[config.mk]
export PLATFORM = sky130hd
export DESIGN_NAME = pending_request_tag_table_flat
export DESIGN_NICKNAME = d
export VERILOG_FILES = /design/src/sv/prtt_pkg.sv /design/src/sv/prtt_if.sv /design/src/sv/prtt_ram.sv /design/src/sv/prtt_ctrl.sv /design/src/sv/prtt_datapath.sv /design/src/sv/pending_request_tag_table.sv /design/src/flat_wrapper.sv
export VERILOG_INCLUDE_DIRS = /design/src /design/src/sv
export SDC_FILE = /design/constraint.sdc
export NUM_CORES = 1
export LEC_CHECK = 0
export ABC_AREA = 1
export BUFFER_PORTS_ARGS = -buffer_cell sky130_fd_sc_hd__buf_2
export CORE_MARGIN = 2
export CORE_UTILIZATION = 33
export CTS_CLUSTER_SIZE = 40
export DETAILED_ROUTE_END_ITERATION = 8
export PLACE_DENSITY = 0.49
export SETUP_SLACK_MARGIN = 0.3
export SLEW_MARGIN = 10
export SYNTH_ARGS = -nofsm -noshare
export SYNTH_HDL_FRONTEND = slang
export SYNTH_SLANG_ARGS = --single-unit
[constraint.sdc]
create_clock -name clk -period 7.1 [get_ports clk]
set_input_delay 0.71 -clock clk [delete_from_list [all_inputs] [get_ports clk]]
set_output_delay 0.71 -clock clk [all_outputs]
set_load 0.05 [all_outputs]
[src/sv/pending_request_tag_table_macros.svh]
// ----------------------------------------------------------------------------
// pending request tag table assertion macros
// shared concurrent check forms, clocked on the rising edge, off in reset
// ----------------------------------------------------------------------------
`ifndef PENDING_REQUEST_TAG_TABLE_MACROS_SVH
`define PENDING_REQUEST_TAG_TABLE_MACROS_SVH

// antecedent and consequent in the same cycle
`define PRTT_ASSERT_NOW(lbl, ck, rn, ante, cons) \
  lbl: assert property (@(posedge ck) disable iff (!rn) (ante) |-> (cons)) \
    else $error("prtt same-cycle check failed");

// consequent in the cycle after the antecedent
`define PRTT_ASSERT_NEXT(lbl, ck, rn, ante, cons) \
  lbl: assert property (@(posedge ck) disable iff (!rn) (ante) |=> (cons)) \
    else $error("prtt next-cycle check failed");

`endif

[src/sv/prtt_pkg.sv]
// ----------------------------------------------------------------------------
// prtt_pkg
// widths, codes and shared types of the pending request tag table
// ----------------------------------------------------------------------------
package prtt_pkg;

  localparam int SLOTS_DEF = 16;

  localparam int REQ_W  = 2;
  localparam int KIND_W = 3;
  localparam int SLOT_W = 4;
  localparam int PTR_W  = 32;
  localparam int SIZE_W = 32;
  localparam int STAT_W = 2;
  localparam int CODE_W = 3;

  // request types
  localparam logic [REQ_W-1:0] REQ_ALLOC    = 2'd0;
  localparam logic [REQ_W-1:0] REQ_COMPLETE = 2'd1;
  localparam logic [REQ_W-1:0] REQ_QUERY    = 2'd2;
  localparam logic [REQ_W-1:0] REQ_RETIRE   = 2'd3;

  // allocate kinds
  localparam logic [KIND_W-1:0] KIND_CREATE  = 3'd0;
  localparam logic [KIND_W-1:0] KIND_ACQUIRE = 3'd1;
  localparam logic [KIND_W-1:0] KIND_MALLOC  = 3'd2;
  localparam logic [KIND_W-1:0] KIND_BARRIER = 3'd3;
  localparam logic [KIND_W-1:0] KIND_DEQUEUE = 3'd4;

  // entry state codes
  localparam logic [CODE_W-1:0] ST_FREE         = 3'd0;
  localparam logic [CODE_W-1:0] ST_PEND_DATA    = 3'd1;
  localparam logic [CODE_W-1:0] ST_PEND_MALLOC  = 3'd2;
  localparam logic [CODE_W-1:0] ST_PEND_BARRIER = 3'd3;
  localparam logic [CODE_W-1:0] ST_PEND_DEQUEUE = 3'd4;
  localparam logic [CODE_W-1:0] ST_RDY_DATA     = 3'd5;
  localparam logic [CODE_W-1:0] ST_RDY_MALLOC   = 3'd6;
  localparam logic [CODE_W-1:0] ST_RDY_BARRIER  = 3'd7;

  // result status codes
  localparam logic [STAT_W-1:0] STAT_OK    = 2'd0;
  localparam logic [STAT_W-1:0] STAT_BUSY  = 2'd1;
  localparam logic [STAT_W-1:0] STAT_READY = 2'd2;
  localparam logic [STAT_W-1:0] STAT_ERROR = 2'd3;

  typedef struct packed {
    logic [CODE_W-1:0] code;
    logic [PTR_W-1:0]  pointer;
    logic [SIZE_W-1:0] size;
  } entry_t;

  // controller to datapath
  typedef struct packed {
    logic capture;
    logic scan_step;
    logic alloc_commit;
    logic alloc_fail;
    logic exec_commit;
    logic load_out;
  } prtt_cmd_t;

  // datapath to controller
  typedef struct packed {
    logic in_alloc;
    logic alloc_err;
    logic scan_free;
    logic out_free;
  } prtt_sts_t;

  function automatic logic [CODE_W-1:0] kind_to_pending(input logic [KIND_W-1:0] kind);
    logic [CODE_W-1:0] code;
    case (kind)
      KIND_CREATE, KIND_ACQUIRE: code = ST_PEND_DATA;
      KIND_MALLOC:               code = ST_PEND_MALLOC;
      KIND_BARRIER:              code = ST_PEND_BARRIER;
      default:                   code = ST_PEND_DEQUEUE;
    endcase
    return code;
  endfunction

endpackage

[src/sv/prtt_if.sv]
// ----------------------------------------------------------------------------
// prtt channel interfaces
// valid/ready request and result channels of the pending request tag table
// ----------------------------------------------------------------------------
interface prtt_in_if import prtt_pkg::*; ();
  logic              valid;
  logic              ready;
  logic [REQ_W-1:0]  req_type;
  logic [KIND_W-1:0] kind;
  logic [SLOT_W-1:0] slot;
  logic [PTR_W-1:0]  resp_pointer;
  logic [SIZE_W-1:0] resp_size;

  modport source (output valid, req_type, kind, slot, resp_pointer, resp_size,
                  input ready);
  modport sink (input valid, req_type, kind, slot, resp_pointer, resp_size,
                output ready);
endinterface

interface prtt_out_if import prtt_pkg::*; ();
  logic              valid;
  logic              ready;
  logic [SLOT_W-1:0] granted_slot;
  logic [STAT_W-1:0] status;
  logic [PTR_W-1:0]  out_pointer;
  logic [SIZE_W-1:0] out_size;
  logic              size_valid;

  modport source (output valid, granted_slot, status, out_pointer, out_size, size_valid,
                  input ready);
  modport sink (input valid, granted_slot, status, out_pointer, out_size, size_valid,
                output ready);
endinterface

[src/sv/prtt_ram.sv]
// ----------------------------------------------------------------------------
// prtt_ram
// generic single-write, single-read ram with registered read data
// ----------------------------------------------------------------------------
module prtt_ram #(
  parameter int WIDTH = 8,
  parameter int DEPTH = 16
) (
  input  logic                     clk,
  input  logic                     we,
  input  logic [$clog2(DEPTH)-1:0] waddr,
  input  logic [WIDTH-1:0]         wdata,
  input  logic                     re,
  input  logic [$clog2(DEPTH)-1:0] raddr,
  output logic [WIDTH-1:0]         rdata
);

  logic [WIDTH-1:0] mem_r [DEPTH];
  logic [WIDTH-1:0] rdata_r;

  always_ff @(posedge clk) begin
    if (we) begin
      mem_r[waddr] <= wdata;
    end
    if (re) begin
      rdata_r <= mem_r[raddr];
    end
  end

  assign rdata = rdata_r;

endmodule

[src/sv/prtt_ctrl.sv]
// ----------------------------------------------------------------------------
// prtt_ctrl
// request sequencer: capture, free-slot scan or entry lookup and update, result hand-off
// ----------------------------------------------------------------------------
`include "pending_request_tag_table_macros.svh"

module prtt_ctrl import prtt_pkg::*; (
  input  logic      clk,
  input  logic      rst_n,
  input  logic      in_valid,
  output logic      in_ready,
  input  prtt_sts_t sts,
  output prtt_cmd_t cmd
);

  localparam logic [1:0] S_IDLE = 2'd0;
  localparam logic [1:0] S_SCAN = 2'd1;
  localparam logic [1:0] S_EXEC = 2'd2;

  logic [1:0] state_r;
  logic [1:0] state_nxt;

  always_ff @(posedge clk) begin
    if (!rst_n) begin
      state_r <= S_IDLE;
    end else begin
      state_r <= state_nxt;
    end
  end

  always_comb begin
    cmd       = '0;
    in_ready  = 1'b0;
    state_nxt = state_r;
    case (state_r)
      S_IDLE: begin
        in_ready = 1'b1;
        if (in_valid) begin
          cmd.capture = 1'b1;
          state_nxt   = sts.in_alloc ? S_SCAN : S_EXEC;
        end
      end
      S_SCAN: begin
        if (sts.alloc_err) begin
          if (sts.out_free) begin
            cmd.alloc_fail = 1'b1;
            cmd.load_out   = 1'b1;
            state_nxt      = S_IDLE;
          end
        end else if (sts.scan_free) begin
          if (sts.out_free) begin
            cmd.alloc_commit = 1'b1;
            cmd.load_out     = 1'b1;
            state_nxt        = S_IDLE;
          end
        end else begin
          cmd.scan_step = 1'b1;
        end
      end
      S_EXEC: begin
        if (sts.out_free) begin
          cmd.exec_commit = 1'b1;
          cmd.load_out    = 1'b1;
          state_nxt       = S_IDLE;
        end
      end
      default: begin
        state_nxt = S_IDLE;
      end
    endcase
  end

  `PRTT_ASSERT_NEXT(a_accept_leaves_idle, clk, rst_n, in_valid && in_ready, state_r != S_IDLE)
  `PRTT_ASSERT_NOW(a_load_needs_room, clk, rst_n, cmd.load_out, sts.out_free)
  `PRTT_ASSERT_NOW(a_grant_on_free, clk, rst_n, cmd.alloc_commit, sts.scan_free && !sts.alloc_err)

endmodule

[src/sv/prtt_datapath.sv]
// ----------------------------------------------------------------------------
// prtt_datapath
// request registers, busy bits, scan pointer, entry ram and result register
// ----------------------------------------------------------------------------
`include "pending_request_tag_table_macros.svh"

module prtt_datapath import prtt_pkg::*; #(
  parameter int SLOTS = SLOTS_DEF
) (
  input  logic              clk,
  input  logic              rst_n,
  input  logic [REQ_W-1:0]  in_req_type,
  input  logic [KIND_W-1:0] in_kind,
  input  logic [SLOT_W-1:0] in_slot,
  input  logic [PTR_W-1:0]  in_resp_pointer,
  input  logic [SIZE_W-1:0] in_resp_size,
  input  logic              out_ready,
  output logic              out_valid,
  output logic [SLOT_W-1:0] out_granted_slot,
  output logic [STAT_W-1:0] out_status,
  output logic [PTR_W-1:0]  out_pointer,
  output logic [SIZE_W-1:0] out_size,
  output logic              out_size_valid,
  input  prtt_cmd_t         cmd,
  output prtt_sts_t         sts
);

  localparam int IDX_W   = $clog2(SLOTS);
  localparam int ENTRY_W = $bits(entry_t);
  localparam logic [IDX_W-1:0] LAST_IDX = IDX_W'(SLOTS - 1);

  // captured request
  logic [REQ_W-1:0]  req_type_r;
  logic [KIND_W-1:0] kind_r;
  logic [SLOT_W-1:0] slot_r;
  logic [PTR_W-1:0]  ptr_r;
  logic [SIZE_W-1:0] size_r;

  logic [SLOTS-1:0] busy_r, busy_nxt;
  logic [IDX_W-1:0] next_slot_r, next_slot_nxt;
  logic [IDX_W-1:0] scan_r, scan_nxt;
  logic [IDX_W-1:0] scan_inc;
  logic [IDX_W-1:0] slot_idx;
  logic             slot_ok;

  logic              out_valid_r, out_valid_nxt;
  logic [SLOT_W-1:0] out_granted_r;
  logic [STAT_W-1:0] out_status_r;
  logic [PTR_W-1:0]  out_pointer_r;
  logic [SIZE_W-1:0] out_size_r;
  logic              out_svalid_r;

  logic               ram_we;
  logic [IDX_W-1:0]   ram_waddr;
  logic [ENTRY_W-1:0] ram_wdata;
  logic [ENTRY_W-1:0] ram_rdata;
  entry_t             rd_entry;
  entry_t             alloc_entry;

  logic [CODE_W-1:0] cur_code;
  logic              is_pend;
  logic              is_rdy;
  logic [STAT_W-1:0] exec_status;
  logic [PTR_W-1:0]  exec_ptr;
  logic [SIZE_W-1:0] exec_size;
  logic              exec_svalid;
  logic              exec_write;
  logic              exec_free;
  entry_t            exec_entry;

  assign slot_idx = IDX_W'(slot_r);
  assign slot_ok  = (32'(slot_r) < 32'(SLOTS));
  assign scan_inc = (scan_r == LAST_IDX) ? '0 : scan_r + 1'b1;
  assign rd_entry = entry_t'(ram_rdata);

  // entry codes, pointers and sizes; a slot with its busy bit clear is free
  prtt_ram #(
    .WIDTH (ENTRY_W),
    .DEPTH (SLOTS)
  ) u_entry_ram (
    .clk   (clk),
    .we    (ram_we),
    .waddr (ram_waddr),
    .wdata (ram_wdata),
    .re    (cmd.capture),
    .raddr (IDX_W'(in_slot)),
    .rdata (ram_rdata)
  );

  always_ff @(posedge clk) begin
    if (cmd.capture) begin
      req_type_r <= in_req_type;
      kind_r     <= in_kind;
      slot_r     <= in_slot;
      ptr_r      <= in_resp_pointer;
      size_r     <= in_resp_size;
    end
  end

  // complete, query and retire on the entry read at capture
  always_comb begin
    cur_code    = busy_r[slot_idx] ? rd_entry.code : ST_FREE;
    is_pend     = (cur_code == ST_PEND_DATA) || (cur_code == ST_PEND_MALLOC) ||
                  (cur_code == ST_PEND_BARRIER);
    is_rdy      = (cur_code == ST_RDY_DATA) || (cur_code == ST_RDY_MALLOC) ||
                  (cur_code == ST_RDY_BARRIER);
    exec_status = STAT_ERROR;
    exec_ptr    = '0;
    exec_size   = '0;
    exec_svalid = 1'b0;
    exec_write  = 1'b0;
    exec_free   = 1'b0;
    exec_entry  = '{code: ST_RDY_DATA, pointer: ptr_r, size: size_r};
    if (cur_code == ST_PEND_MALLOC) begin
      exec_entry.code = ST_RDY_MALLOC;
    end else if (cur_code == ST_PEND_BARRIER) begin
      exec_entry.code    = ST_RDY_BARRIER;
      exec_entry.pointer = '0;
    end
    if (slot_ok) begin
      case (req_type_r)
        REQ_COMPLETE: begin
          if (is_pend) begin
            exec_status = STAT_OK;
            exec_write  = 1'b1;
          end
        end
        REQ_QUERY: begin
          if (is_pend) begin
            exec_status = STAT_BUSY;
          end else if (is_rdy) begin
            exec_status = STAT_READY;
          end
        end
        REQ_RETIRE: begin
          if (is_rdy) begin
            exec_status = STAT_OK;
            exec_ptr    = rd_entry.pointer;
            exec_free   = 1'b1;
            if (cur_code == ST_RDY_DATA) begin
              exec_size   = rd_entry.size;
              exec_svalid = 1'b1;
            end
          end else if (is_pend) begin
            exec_status = STAT_BUSY;
          end
        end
        default: begin
          exec_status = STAT_ERROR;
        end
      endcase
    end
  end

  always_comb begin
    alloc_entry = '{code: kind_to_pending(kind_r), pointer: ptr_r, size: size_r};
    ram_we      = cmd.alloc_commit || (cmd.exec_commit && exec_write);
    ram_waddr   = cmd.alloc_commit ? scan_r : slot_idx;
    ram_wdata   = cmd.alloc_commit ? ENTRY_W'(alloc_entry) : ENTRY_W'(exec_entry);
  end

  always_comb begin
    busy_nxt      = busy_r;
    next_slot_nxt = next_slot_r;
    scan_nxt      = scan_r;
    if (cmd.alloc_commit) begin
      busy_nxt[scan_r] = 1'b1;
      next_slot_nxt    = scan_inc;
    end
    if (cmd.exec_commit && exec_free) begin
      busy_nxt[slot_idx] = 1'b0;
    end
    if (cmd.capture) begin
      scan_nxt = next_slot_r;
    end else if (cmd.scan_step) begin
      scan_nxt = scan_inc;
    end
  end

  assign out_valid_nxt = cmd.load_out ? 1'b1 : (out_ready ? 1'b0 : out_valid_r);

  always_ff @(posedge clk) begin
    if (!rst_n) begin
      busy_r      <= '0;
      next_slot_r <= '0;
      scan_r      <= '0;
      out_valid_r <= 1'b0;
    end else begin
      busy_r      <= busy_nxt;
      next_slot_r <= next_slot_nxt;
      scan_r      <= scan_nxt;
      out_valid_r <= out_valid_nxt;
    end
  end

  always_ff @(posedge clk) begin
    if (cmd.load_out) begin
      if (cmd.alloc_commit) begin
        out_granted_r <= SLOT_W'(scan_r);
        out_status_r  <= STAT_OK;
        out_pointer_r <= '0;
        out_size_r    <= '0;
        out_svalid_r  <= 1'b0;
      end else if (cmd.alloc_fail) begin
        out_granted_r <= '0;
        out_status_r  <= STAT_ERROR;
        out_pointer_r <= '0;
        out_size_r    <= '0;
        out_svalid_r  <= 1'b0;
      end else begin
        out_granted_r <= '0;
        out_status_r  <= exec_status;
        out_pointer_r <= exec_ptr;
        out_size_r    <= exec_size;
        out_svalid_r  <= exec_svalid;
      end
    end
  end

  assign out_valid        = out_valid_r;
  assign out_granted_slot = out_granted_r;
  assign out_status       = out_status_r;
  assign out_pointer      = out_pointer_r;
  assign out_size         = out_size_r;
  assign out_size_valid   = out_svalid_r;

  assign sts.in_alloc  = (in_req_type == REQ_ALLOC);
  assign sts.alloc_err = (kind_r > KIND_DEQUEUE) || (&busy_r);
  assign sts.scan_free = !busy_r[scan_r];
  assign sts.out_free  = !out_valid_r || out_ready;

  `PRTT_ASSERT_NEXT(a_grant_sets_busy, clk, rst_n, cmd.alloc_commit, busy_r[$past(scan_r)])
  `PRTT_ASSERT_NEXT(a_retire_frees, clk, rst_n, cmd.exec_commit && exec_free, !busy_r[$past(slot_idx)])

endmodule

[src/sv/pending_request_tag_table.sv]
// query, complete and retire: entry read at capture, result loaded from the exec state
// allocate: capture, then the scan walks from the next-slot pointer to a free slot
// a new request word is taken only in idle, once the last result has been loaded
// the free-slot scan tests one busy bit per cycle, so a long busy run delays the grant
// reset: busy bits, next-slot pointer and result valid clear at once, no clearing pass
// ----------------------------------------------------------------------------
// pending_request_tag_table
// round-robin table of outstanding request tags with completion and retire
// ----------------------------------------------------------------------------
module pending_request_tag_table import prtt_pkg::*; #(
  parameter int SLOTS = SLOTS_DEF
) (
  input  logic          clk,
  input  logic          rst_n,
  prtt_in_if.sink       in_req,
  prtt_out_if.source    out_rsp
);

  // command and status between sequencer and datapath
  prtt_cmd_t cmd;
  prtt_sts_t sts;
  logic      in_ready;

  // sequencer: idle takes a request word, then either walks the busy bits for
  // a free slot (allocate) or works on the entry fetched at capture
  prtt_ctrl u_ctrl (
    .clk      (clk),
    .rst_n    (rst_n),
    .in_valid (in_req.valid),
    .in_ready (in_ready),
    .sts      (sts),
    .cmd      (cmd)
  );

  assign in_req.ready = in_ready;

  // datapath: busy bit per slot marks allocated entries; the entry ram holds
  // state code, pointer and size and is only trusted where the busy bit is set
  // result word sits in an output register so the next request can start
  prtt_datapath #(
    .SLOTS (SLOTS)
  ) u_datapath (
    .clk              (clk),
    .rst_n            (rst_n),
    .in_req_type      (in_req.req_type),
    .in_kind          (in_req.kind),
    .in_slot          (in_req.slot),
    .in_resp_pointer  (in_req.resp_pointer),
    .in_resp_size     (in_req.resp_size),
    .out_ready        (out_rsp.ready),
    .out_valid        (out_rsp.valid),
    .out_granted_slot (out_rsp.granted_slot),
    .out_status       (out_rsp.status),
    .out_pointer      (out_rsp.out_pointer),
    .out_size         (out_rsp.out_size),
    .out_size_valid   (out_rsp.size_valid),
    .cmd              (cmd),
    .sts              (sts)
  );

endmodule
[src/flat_wrapper.sv]
// flat-port wrapper written by rule: the top's interface ports become plain ports
module pending_request_tag_table_flat import prtt_pkg::*;
#(
  parameter int SLOTS = SLOTS_DEF
)
  (clk, rst_n, in_req_valid, in_req_req_type, in_req_kind, in_req_slot, in_req_resp_pointer, in_req_resp_size, in_req_ready, out_rsp_valid, out_rsp_granted_slot, out_rsp_status, out_rsp_out_pointer, out_rsp_out_size, out_rsp_size_valid, out_rsp_ready);
  prtt_in_if in_req_i ();
  prtt_out_if out_rsp_i ();
  input  logic clk;
  input  logic rst_n;
  input wire logic [$bits(in_req_i.valid)-1:0] in_req_valid;
  input wire logic [$bits(in_req_i.req_type)-1:0] in_req_req_type;
  input wire logic [$bits(in_req_i.kind)-1:0] in_req_kind;
  input wire logic [$bits(in_req_i.slot)-1:0] in_req_slot;
  input wire logic [$bits(in_req_i.resp_pointer)-1:0] in_req_resp_pointer;
  input wire logic [$bits(in_req_i.resp_size)-1:0] in_req_resp_size;
  output wire logic [$bits(in_req_i.ready)-1:0] in_req_ready;
  output wire logic [$bits(out_rsp_i.valid)-1:0] out_rsp_valid;
  output wire logic [$bits(out_rsp_i.granted_slot)-1:0] out_rsp_granted_slot;
  output wire logic [$bits(out_rsp_i.status)-1:0] out_rsp_status;
  output wire logic [$bits(out_rsp_i.out_pointer)-1:0] out_rsp_out_pointer;
  output wire logic [$bits(out_rsp_i.out_size)-1:0] out_rsp_out_size;
  output wire logic [$bits(out_rsp_i.size_valid)-1:0] out_rsp_size_valid;
  input wire logic [$bits(out_rsp_i.ready)-1:0] out_rsp_ready;
  assign in_req_i.valid = in_req_valid;
  assign in_req_i.req_type = in_req_req_type;
  assign in_req_i.kind = in_req_kind;
  assign in_req_i.slot = in_req_slot;
  assign in_req_i.resp_pointer = in_req_resp_pointer;
  assign in_req_i.resp_size = in_req_resp_size;
  assign in_req_ready = in_req_i.ready;
  assign out_rsp_valid = out_rsp_i.valid;
  assign out_rsp_granted_slot = out_rsp_i.granted_slot;
  assign out_rsp_status = out_rsp_i.status;
  assign out_rsp_out_pointer = out_rsp_i.out_pointer;
  assign out_rsp_out_size = out_rsp_i.out_size;
  assign out_rsp_size_valid = out_rsp_i.size_valid;
  assign out_rsp_i.ready = out_rsp_ready;
  pending_request_tag_table #(.SLOTS(SLOTS)) u_core (.clk(clk), .rst_n(rst_n), .in_req(in_req_i), .out_rsp(out_rsp_i));
endmodule
* Yosys cells after proc, flatten, opt, wreduce, memory -nomap -nowiden
Memories as Yosys holds them, arrays and structs flattened. A register that Yosys moved wholly into a read port is not among the register bits.
Cells that the tools add are included.
** Word-level totals
- Register bits :: 171
- Memory bits (writable) :: 1072
- Input bits :: 77
- Output and inout bits :: 73
- Word-level logic and storage cells :: 122
- Memories :: 1
** Memories
- u_core.u_datapath.u_entry_ram.mem_r :: depth 16, width 67, read ports 1, clocked after Yosys merged registers in 1, wr ports 1, line prtt_ram.sv:18 : logic [WIDTH-1:0] mem_r [DEPTH];
** Cells by class
- Add/subtract/negate cells :: 1
- $lt $le $gt $ge :: 5
- Eq/ne operators :: 17
- Multiplexer cells :: 55
- Bitwise logic cells :: 6
- Reduce and logical (&&, ||, !) cells :: 22
** Operators with widths (number)
- 2-to-1 mux 67 bit :: 1
- 2-to-1 mux 34 bit :: 1
- 2-to-1 mux 16 bit :: 2
- 2-to-1 mux 32 bit :: 1
- 2-to-1 mux 2 bit :: 13
- 2-to-1 mux 1 bit :: 23
- AND 16 bit :: 1
- 2-to-1 mux 4 bit :: 4
- inverter 16 bit :: 1
- OR 16 bit :: 1
- AND reduction 16 bit :: 1
- equality test 3 x 2 -> 1 bit, second input constant :: 4
- case mux 2 bit (3 select lines) :: 2
- less-than comparator 4 x 5 -> 1 bit, second input constant :: 2
- equality test 3 bit, second input constant :: 3
- case mux 3 bit (3 select lines) :: 1
- binary-select mux 1 bit (select 4 bit) :: 2
- demux 1 bit (select 4 bit) :: 2
- greater-or-equal comparator 4 x 1 -> 1 bit, second input constant :: 2
- logical OR 1 bit :: 7
- equality test 2 bit, second input constant :: 3
- equality test 3 x 1 -> 1 bit, second input constant :: 2
- 2-to-1 mux 3 bit :: 2
- OR reduction 5 bit :: 1
- other kinds (16) :: 24

* Longest topological paths before layout
- Depth after elaboration :: 12
- Mapped depth :: 15
- Depth with buffers taken out :: 13

* Modules after synthesis
A second synthesis with hierarchy kept.
** Unflattened totals
- Cells, all modules :: 5124
- Area, all modules :: 55135.4 um^2
** By module, submodules not included
- prtt_ram :: times used 1, cells each 4407, area each 47750.8 um^2, seq. area each 34202.8 um^2
- prtt_datapath :: times used 1, cells each 679, area each 7154.4 um^2, seq. area each 4824.6 um^2
- prtt_ctrl :: times used 1, cells each 38, area each 230.2 um^2, seq. area each 40.0 um^2

* Worst setup path after synthesis
Ideal clock, no wire load.
- Kind :: input to register
- Start point :: input port out_rsp_ready
- End point :: memory u_core.u_datapath.u_entry_ram.mem_r[0][0] (netlist bit), enable pin
- Library setup time :: 0.492 ns
- Data arrival time :: 4.486 ns
- Required time :: 6.608 ns
- Path slack :: 2.121 ns
- Cell stages on the path :: 9
- Buffers on the path :: 1
- Path through :: nor2_1 > nor2_1 > nand3_4 > buf_6 > nand2_1 > nand2_1 > nor2_1 > nand2_1 > nor2_1
** Between the ends
- Cells in the longest elaborated chain, start to end :: 8
- Elaborated cells on any way between the ends :: 12
- Classes of those cells :: 9 x mux; 3 x reduce/logical
** RTL lines
- start: declaration :: line flat_wrapper.sv:24 : input wire logic [$bits(out_rsp_i.ready)-1:0] out_rsp_ready;
- logical OR 1 bit * :: line prtt_datapath.sv:230 : assign sts.out_free = !out_valid_r || out_ready;
- 2-to-1 mux 1 bit :: line prtt_ctrl.sv:51 : if (sts.out_free) begin
- 2-to-1 mux 1 bit :: line prtt_ctrl.sv:50 : end else if (sts.scan_free) begin
- 2-to-1 mux 2 bit :: line prtt_ctrl.sv:44 : if (sts.alloc_err) begin
- 2-to-1 mux 3 bit :: line prtt_ctrl.sv:35 : case (state_r)
- logical OR 1 bit :: line prtt_datapath.sv:157 : ram_we = cmd.alloc_commit || (cmd.exec_commit && exec_write);
- 2-to-1 mux 1 bit :: line prtt_ram.sv:22 : if (we) begin
- 2-to-1 mux 1 bit (not written as such) :: line prtt_ram.sv:23 : mem_r[waddr] <= wdata;
- end: declaration :: line prtt_ram.sv:18
Mark *: on every way between the ends. The rest lies on a longest branch, timed or not.

* Worst setup path in the final report
- Start point :: register u_core.u_datapath.scan_r[0]
- End point :: memory u_core.u_datapath.u_entry_ram.mem_r[1][7] (netlist bit), enable pin
** Between the ends
- Cells in the longest elaborated chain, start to end :: 8
- Elaborated cells on any way between the ends :: 9
- Classes of those cells :: 8 x mux; 1 x reduce/logical
** RTL lines
- start: declaration :: line prtt_datapath.sv:41 : logic [IDX_W-1:0] scan_r, scan_nxt;
- start signal: assignment :: line prtt_datapath.sv:191 : scan_r <= scan_nxt;
- binary-select mux 1 bit (select 4 bit) :: line prtt_datapath.sv:229 : assign sts.scan_free = !busy_r[scan_r];
- 2-to-1 mux 1 bit (not written as such) :: line prtt_datapath.sv:229
- 2-to-1 mux 1 bit :: line prtt_ctrl.sv:50
- 2-to-1 mux 2 bit :: line prtt_ctrl.sv:44
- 2-to-1 mux 3 bit :: line prtt_ctrl.sv:35
- logical OR 1 bit :: line prtt_datapath.sv:157
- 2-to-1 mux 1 bit :: line prtt_ram.sv:22
- 2-to-1 mux 1 bit (not written as such) :: line prtt_ram.sv:23
Parallel ways exist; a longest one is shown, timed or not. The select of a mux whose other input is x is not followed.

==> impl_results.rst <==
.. list-table::
   :header-rows: 1

   * - Metric
     - Value
   * - Layout Utilization
     - approximately two fifths
   * - Global-route usage over all layers
     - between 10% and 20%
   * - Buffer type at the clock tree root
     - sky130_fd_sc_hd__clkbuf_16
   * - Leading cell type in the layout, fill and taps excluded
     - sky130_fd_sc_hd__edfxtp_1
   * - Worst slew slack as a fraction of its limit
     - between 10% and 20%
   * - Register Area
     - roughly 0.039 sq mm
   * - Placement-stage cell area
     - around 0.055 sq mm
   * - Effective utilization at floorplan
     - ~33%
   * - Worst Setup Start Kind
     - flop
   * - Synth Cell Area
     - 0.0518 sq mm
   * - GR Layer Usage met2
     - about 26%
   * - NetSw
     - 3.80 mW
   * - Diodes inserted
     - 0
   * - Data required time of the worst path
     - approximately 7500 ps
   * - Total Die Area
     - between 0.15 and 0.2 sq mm
   * - Detailed placement HPWL
     - ~71 mm
   * - Leak Pwr
     - about 21 nW
   * - Number of design rule violations left after detail routing
     - 0
   * - Crit Path Max Fanout
     - 45
   * - Total number of cells along the worst setup path
     - 12
   * - Horizontal extent of the die
     - between 400 and 500 um
   * - FFs w/ async S/R, synth
     - 0%
   * - Cell-by-cell listing of the critical path
     - inv_2, nand2_1, nand3_1, nand2_1, nand2_1, nand2_2, nor2_4, nand3_4, o21ai_0, nand2_1, nor2_4, buf_4
   * - WS Path Type
     - reg2reg
   * - Total instance count after detailed placement
     - between 5000 and 6000
   * - Worst-skew pair later-pin latency
     - between 700 and 800 ps
   * - R2R depth
     - 12
   * - Setup_tns
     - 0 ps
   * - TritonCTS clock tree
     - built
   * - Area growth, synth to finish
     - 14.5%
   * - Combinational share of power
     - around 5.0%
   * - Gate Count Post-Synth
     - around 3600
   * - Transition time of the tightest slew-check pin
     - 1220 ps
   * - Data arrival at the endpoint of the critical path
     - around 5200 ps
   * - Top-level port count
     - 150
   * - Die height
     - 400 um
   * - Synth unique cells
     - 34
   * - Maximum vdd drop
     - ~0.25 mV
   * - Number of warning messages in the yosys log
     - 0
   * - Critical path's largest stage delay
     - around 850 ps
   * - Number of nets with antenna violations after routing
     - 0
   * - # fillers
     - ~15000
   * - Antenna violations before repair
     - 9
   * - Net total in the final layout
     - roughly 3800
   * - Total number of vias
     - about 30000
   * - Met1 layer usage reported by global route
     - 23.2%
   * - Hold-critical path depth
     - 1
   * - Total power
     - 16.6 mW
   * - Net count after synthesis
     - 3711
   * - Most used flip-flop cell after synthesis
     - sky130_fd_sc_hd__edfxtp_1
   * - Tmin final
     - a little under 5000 ps
   * - Post-layout instance area
     - just under 0.06 sq mm
   * - Count of routing violations after the opening detailed-route iteration
     - 2340
   * - Clock-pin slew on the worst setup and hold paths
     - about 60 ps
   * - Hold-fix buffers at CTS
     - 0
   * - Slew Viols, Final
     - 0
   * - Global-route wire length before repair
     - about 200 mm
   * - Count of final setup violators
     - 0
   * - Final number of hold-violating endpoints
     - 0
   * - Buffers & Inverters on Critical Path
     - 2
   * - Number of H-tree levels
     - 4
   * - Run status
     - completed
   * - Share of the cycle needed by the critical path after routing
     - 68.2%
   * - Router iterations before antenna repair
     - 5
   * - Buffers inserted by post-CTS timing repair
     - 0
   * - Internal
     - 12.8 mW
   * - Hold Worst Slack
     - 108 ps
   * - Seq/Total Area, Yosys
     - between 70% and 80%
   * - Via-to-Cell Ratio
     - 4.92
   * - Layout cell share with drive strength beyond 1
     - between 10% and 20%
   * - Most used routing layer in global routing
     - met2
   * - Unrepaired setup endpoints after global routing
     - false
   * - Number of synthesized register bits
     - about 1300
   * - Port buffer count
     - between 100 and 150
   * - Syn_area_per_cell
     - between 10 and 15 sq um
   * - TritonCTS Sinks
     - ~1300
   * - Worst path most repeated cell
     - sky130_fd_sc_hd__nand2_1
   * - Total congestion overflow
     - 0
   * - Gpl congestion
     - 0.793
   * - Number of synthesized flops with an enable pin
     - around 1300
   * - Min-delay worst type
     - in2reg
   * - Critical-path top delay cell
     - sky130_fd_sc_hd__nor2_4
   * - Part of the power in the clock network
     - a little over two fifths
   * - Largest net degree at the start of global routing
     - 159
   * - Power density over the cells
     - between 200 and 300 mW/mm^2
   * - Crit path max-delay family
     - simple AND/OR/NAND/NOR gates
   * - Site Rows
     - roughly 150
   * - Clock Skews
     - approximately 25 ps
   * - Sw frac
     - between 20% and 30%
   * - Combined area of the multi-input logic cells
     - 0.0105 sq mm
   * - Largest buffer count on any clock path
     - 3
   * - Post-cts sizing count
     - 0
   * - Core region area
     - roughly 0.16 sq mm
   * - Final std cells w/o fill
     - 5933
   * - Via count of the first global-routing pass
     - about 29000
   * - Critical path capture point type
     - flop
   * - Timing-limited maximum frequency
     - a little over 0.2 GHz
   * - Worst slack, placed
     - 2310 ps
   * - Setup slack of the critical path after layout
     - 2260 ps
   * - Detail-routed net length per standard cell
     - 22.4 um
   * - Final wirelength
     - 133 mm
   * - Leading cell types in the layout, fill and taps excluded
     - sky130_fd_sc_hd__edfxtp_1, sky130_fd_sc_hd__inv_1, sky130_fd_sc_hd__o21ai_0, sky130_fd_sc_hd__a21oi_1
   * - M3 GR Usage
     - under 10%
   * - Number of buffers created by CTS
     - ~150
   * - Count of max-cap constraint violations
     - 0
   * - Sequential share of power
     - between 50% and 60%
cells in the mapped netlist (6+ instances only):
library cell	n	area, sq um
sky130_fd_sc_hd__clkbuf_1	133	499
sky130_fd_sc_hd__buf_6	7	78.8
sky130_fd_sc_hd__buf_2	50	250
sky130_fd_sc_hd__nand2_1	231	867
sky130_fd_sc_hd__edfxtp_1	1283	38500
sky130_fd_sc_hd__inv_1	387	1450
sky130_fd_sc_hd__o21ai_0	368	1840
sky130_fd_sc_hd__buf_1	19	71.3
sky130_fd_sc_hd__dfxtp_1	27	541
sky130_fd_sc_hd__nand4_1	8	50.1
sky130_fd_sc_hd__ha_1	7	87.6
sky130_fd_sc_hd__a21oi_1	277	1390
sky130_fd_sc_hd__nor2_1	129	484
sky130_fd_sc_hd__nor2_2	20	125
sky130_fd_sc_hd__o211ai_1	268	2010
sky130_fd_sc_hd__buf_4	6	45.0
sky130_fd_sc_hd__nand3_1	81	405
sky130_fd_sc_hd__nor3b_1	32	240
sky130_fd_sc_hd__mux2i_1	268	2680
per-layer routing:
layer,routed length [um],up-vias
met4,2880,10
li1,-,13620
met1,62900,14723
met3,5650,193
met5,66,-
met2,61100,653
area by class of cell:
| class | instances | area share [%] |
|---|---|---|
| clock buffer | 194 | 6.53 |
| tap | 2058 | 4.34 |
| sequential | 1310 | 65.8 |
| clock inverter | 65 | 0.879 |
| inverter | 392 | 2.52 |
| multi-input combinational | 1709 | 17.7 |
| timing repair buffer | 205 | 2.29 |
power by group through the flow:
stage / Combinational [mW] / Clock [mW] / Sequential, mW
after floorplan: 0.492 / 0 / 8.90
after global placement: 0.842 / 0 / 8.90
after detailed placement: 0.843 / 0 / 8.90
after CTS: 0.846 / 7.19 / 8.74
after global routing: 0.913 / 7.46 / 8.75
final: 0.829 / 6.99 / 8.74
registers in the layout, summed over array words and instances (netlist names):
signal / cells
u_core.u_datapath.out_size: 32
u_core.u_datapath.out_valid: 1
u_core.u_datapath.ptr_r: 32
u_core.u_datapath.kind_r: 3
u_core.u_datapath.out_granted_slot: 4
u_core.u_datapath.out_pointer: 32
u_core.u_datapath.busy_r: 16
u_core.u_datapath.u_entry_ram.rdata: 67
u_core.u_datapath.out_size_valid: 1
u_core.u_datapath.next_slot_r: 4
u_core.u_datapath.out_status: 2
u_core.u_datapath.u_entry_ram.mem_r: 1072
u_core.u_datapath.slot_idx: 4
u_core.u_datapath.size_r: 32
u_core.u_ctrl.state_r: 2
u_core.u_datapath.scan_r: 4
u_core.u_datapath.req_type_r: 2
path summary, 6_finish.rpt:
path,startpoint,endpoint,slack (ps)
max,u_core.u_datapath.scan_r[0],u_core.u_datapath.u_entry_ram.mem_r[1][7],2260
min,in_req_resp_pointer[19],u_core.u_datapath.ptr_r[19],110
max reg2reg,u_core.u_datapath.scan_r[0],u_core.u_datapath.u_entry_ram.mem_r[1][7],2260
min reg2reg,u_core.u_datapath.next_slot_r[1],u_core.u_datapath.next_slot_r[1],460
logic make-up (layout without fill, tap and decap cells):
kind of cell / after synthesis / in the layout / synth area share (%)
XOR/XNOR: 2 / 2 / 0.0338
flip-flops: 1310 / 1310 / 75.3
adder cells (fa/ha/maj): 7 / 7 / 0.169
multiplexers: 268 / 268 / 5.17
AND/OR/NAND/NOR: 515 / 515 / 4.42
buffers and inverters: 608 / 856 / 4.67
AO/OA/AOI/OAI: 917 / 917 / 10.2
No activity file was read; power rests on OpenSTA's default activity.
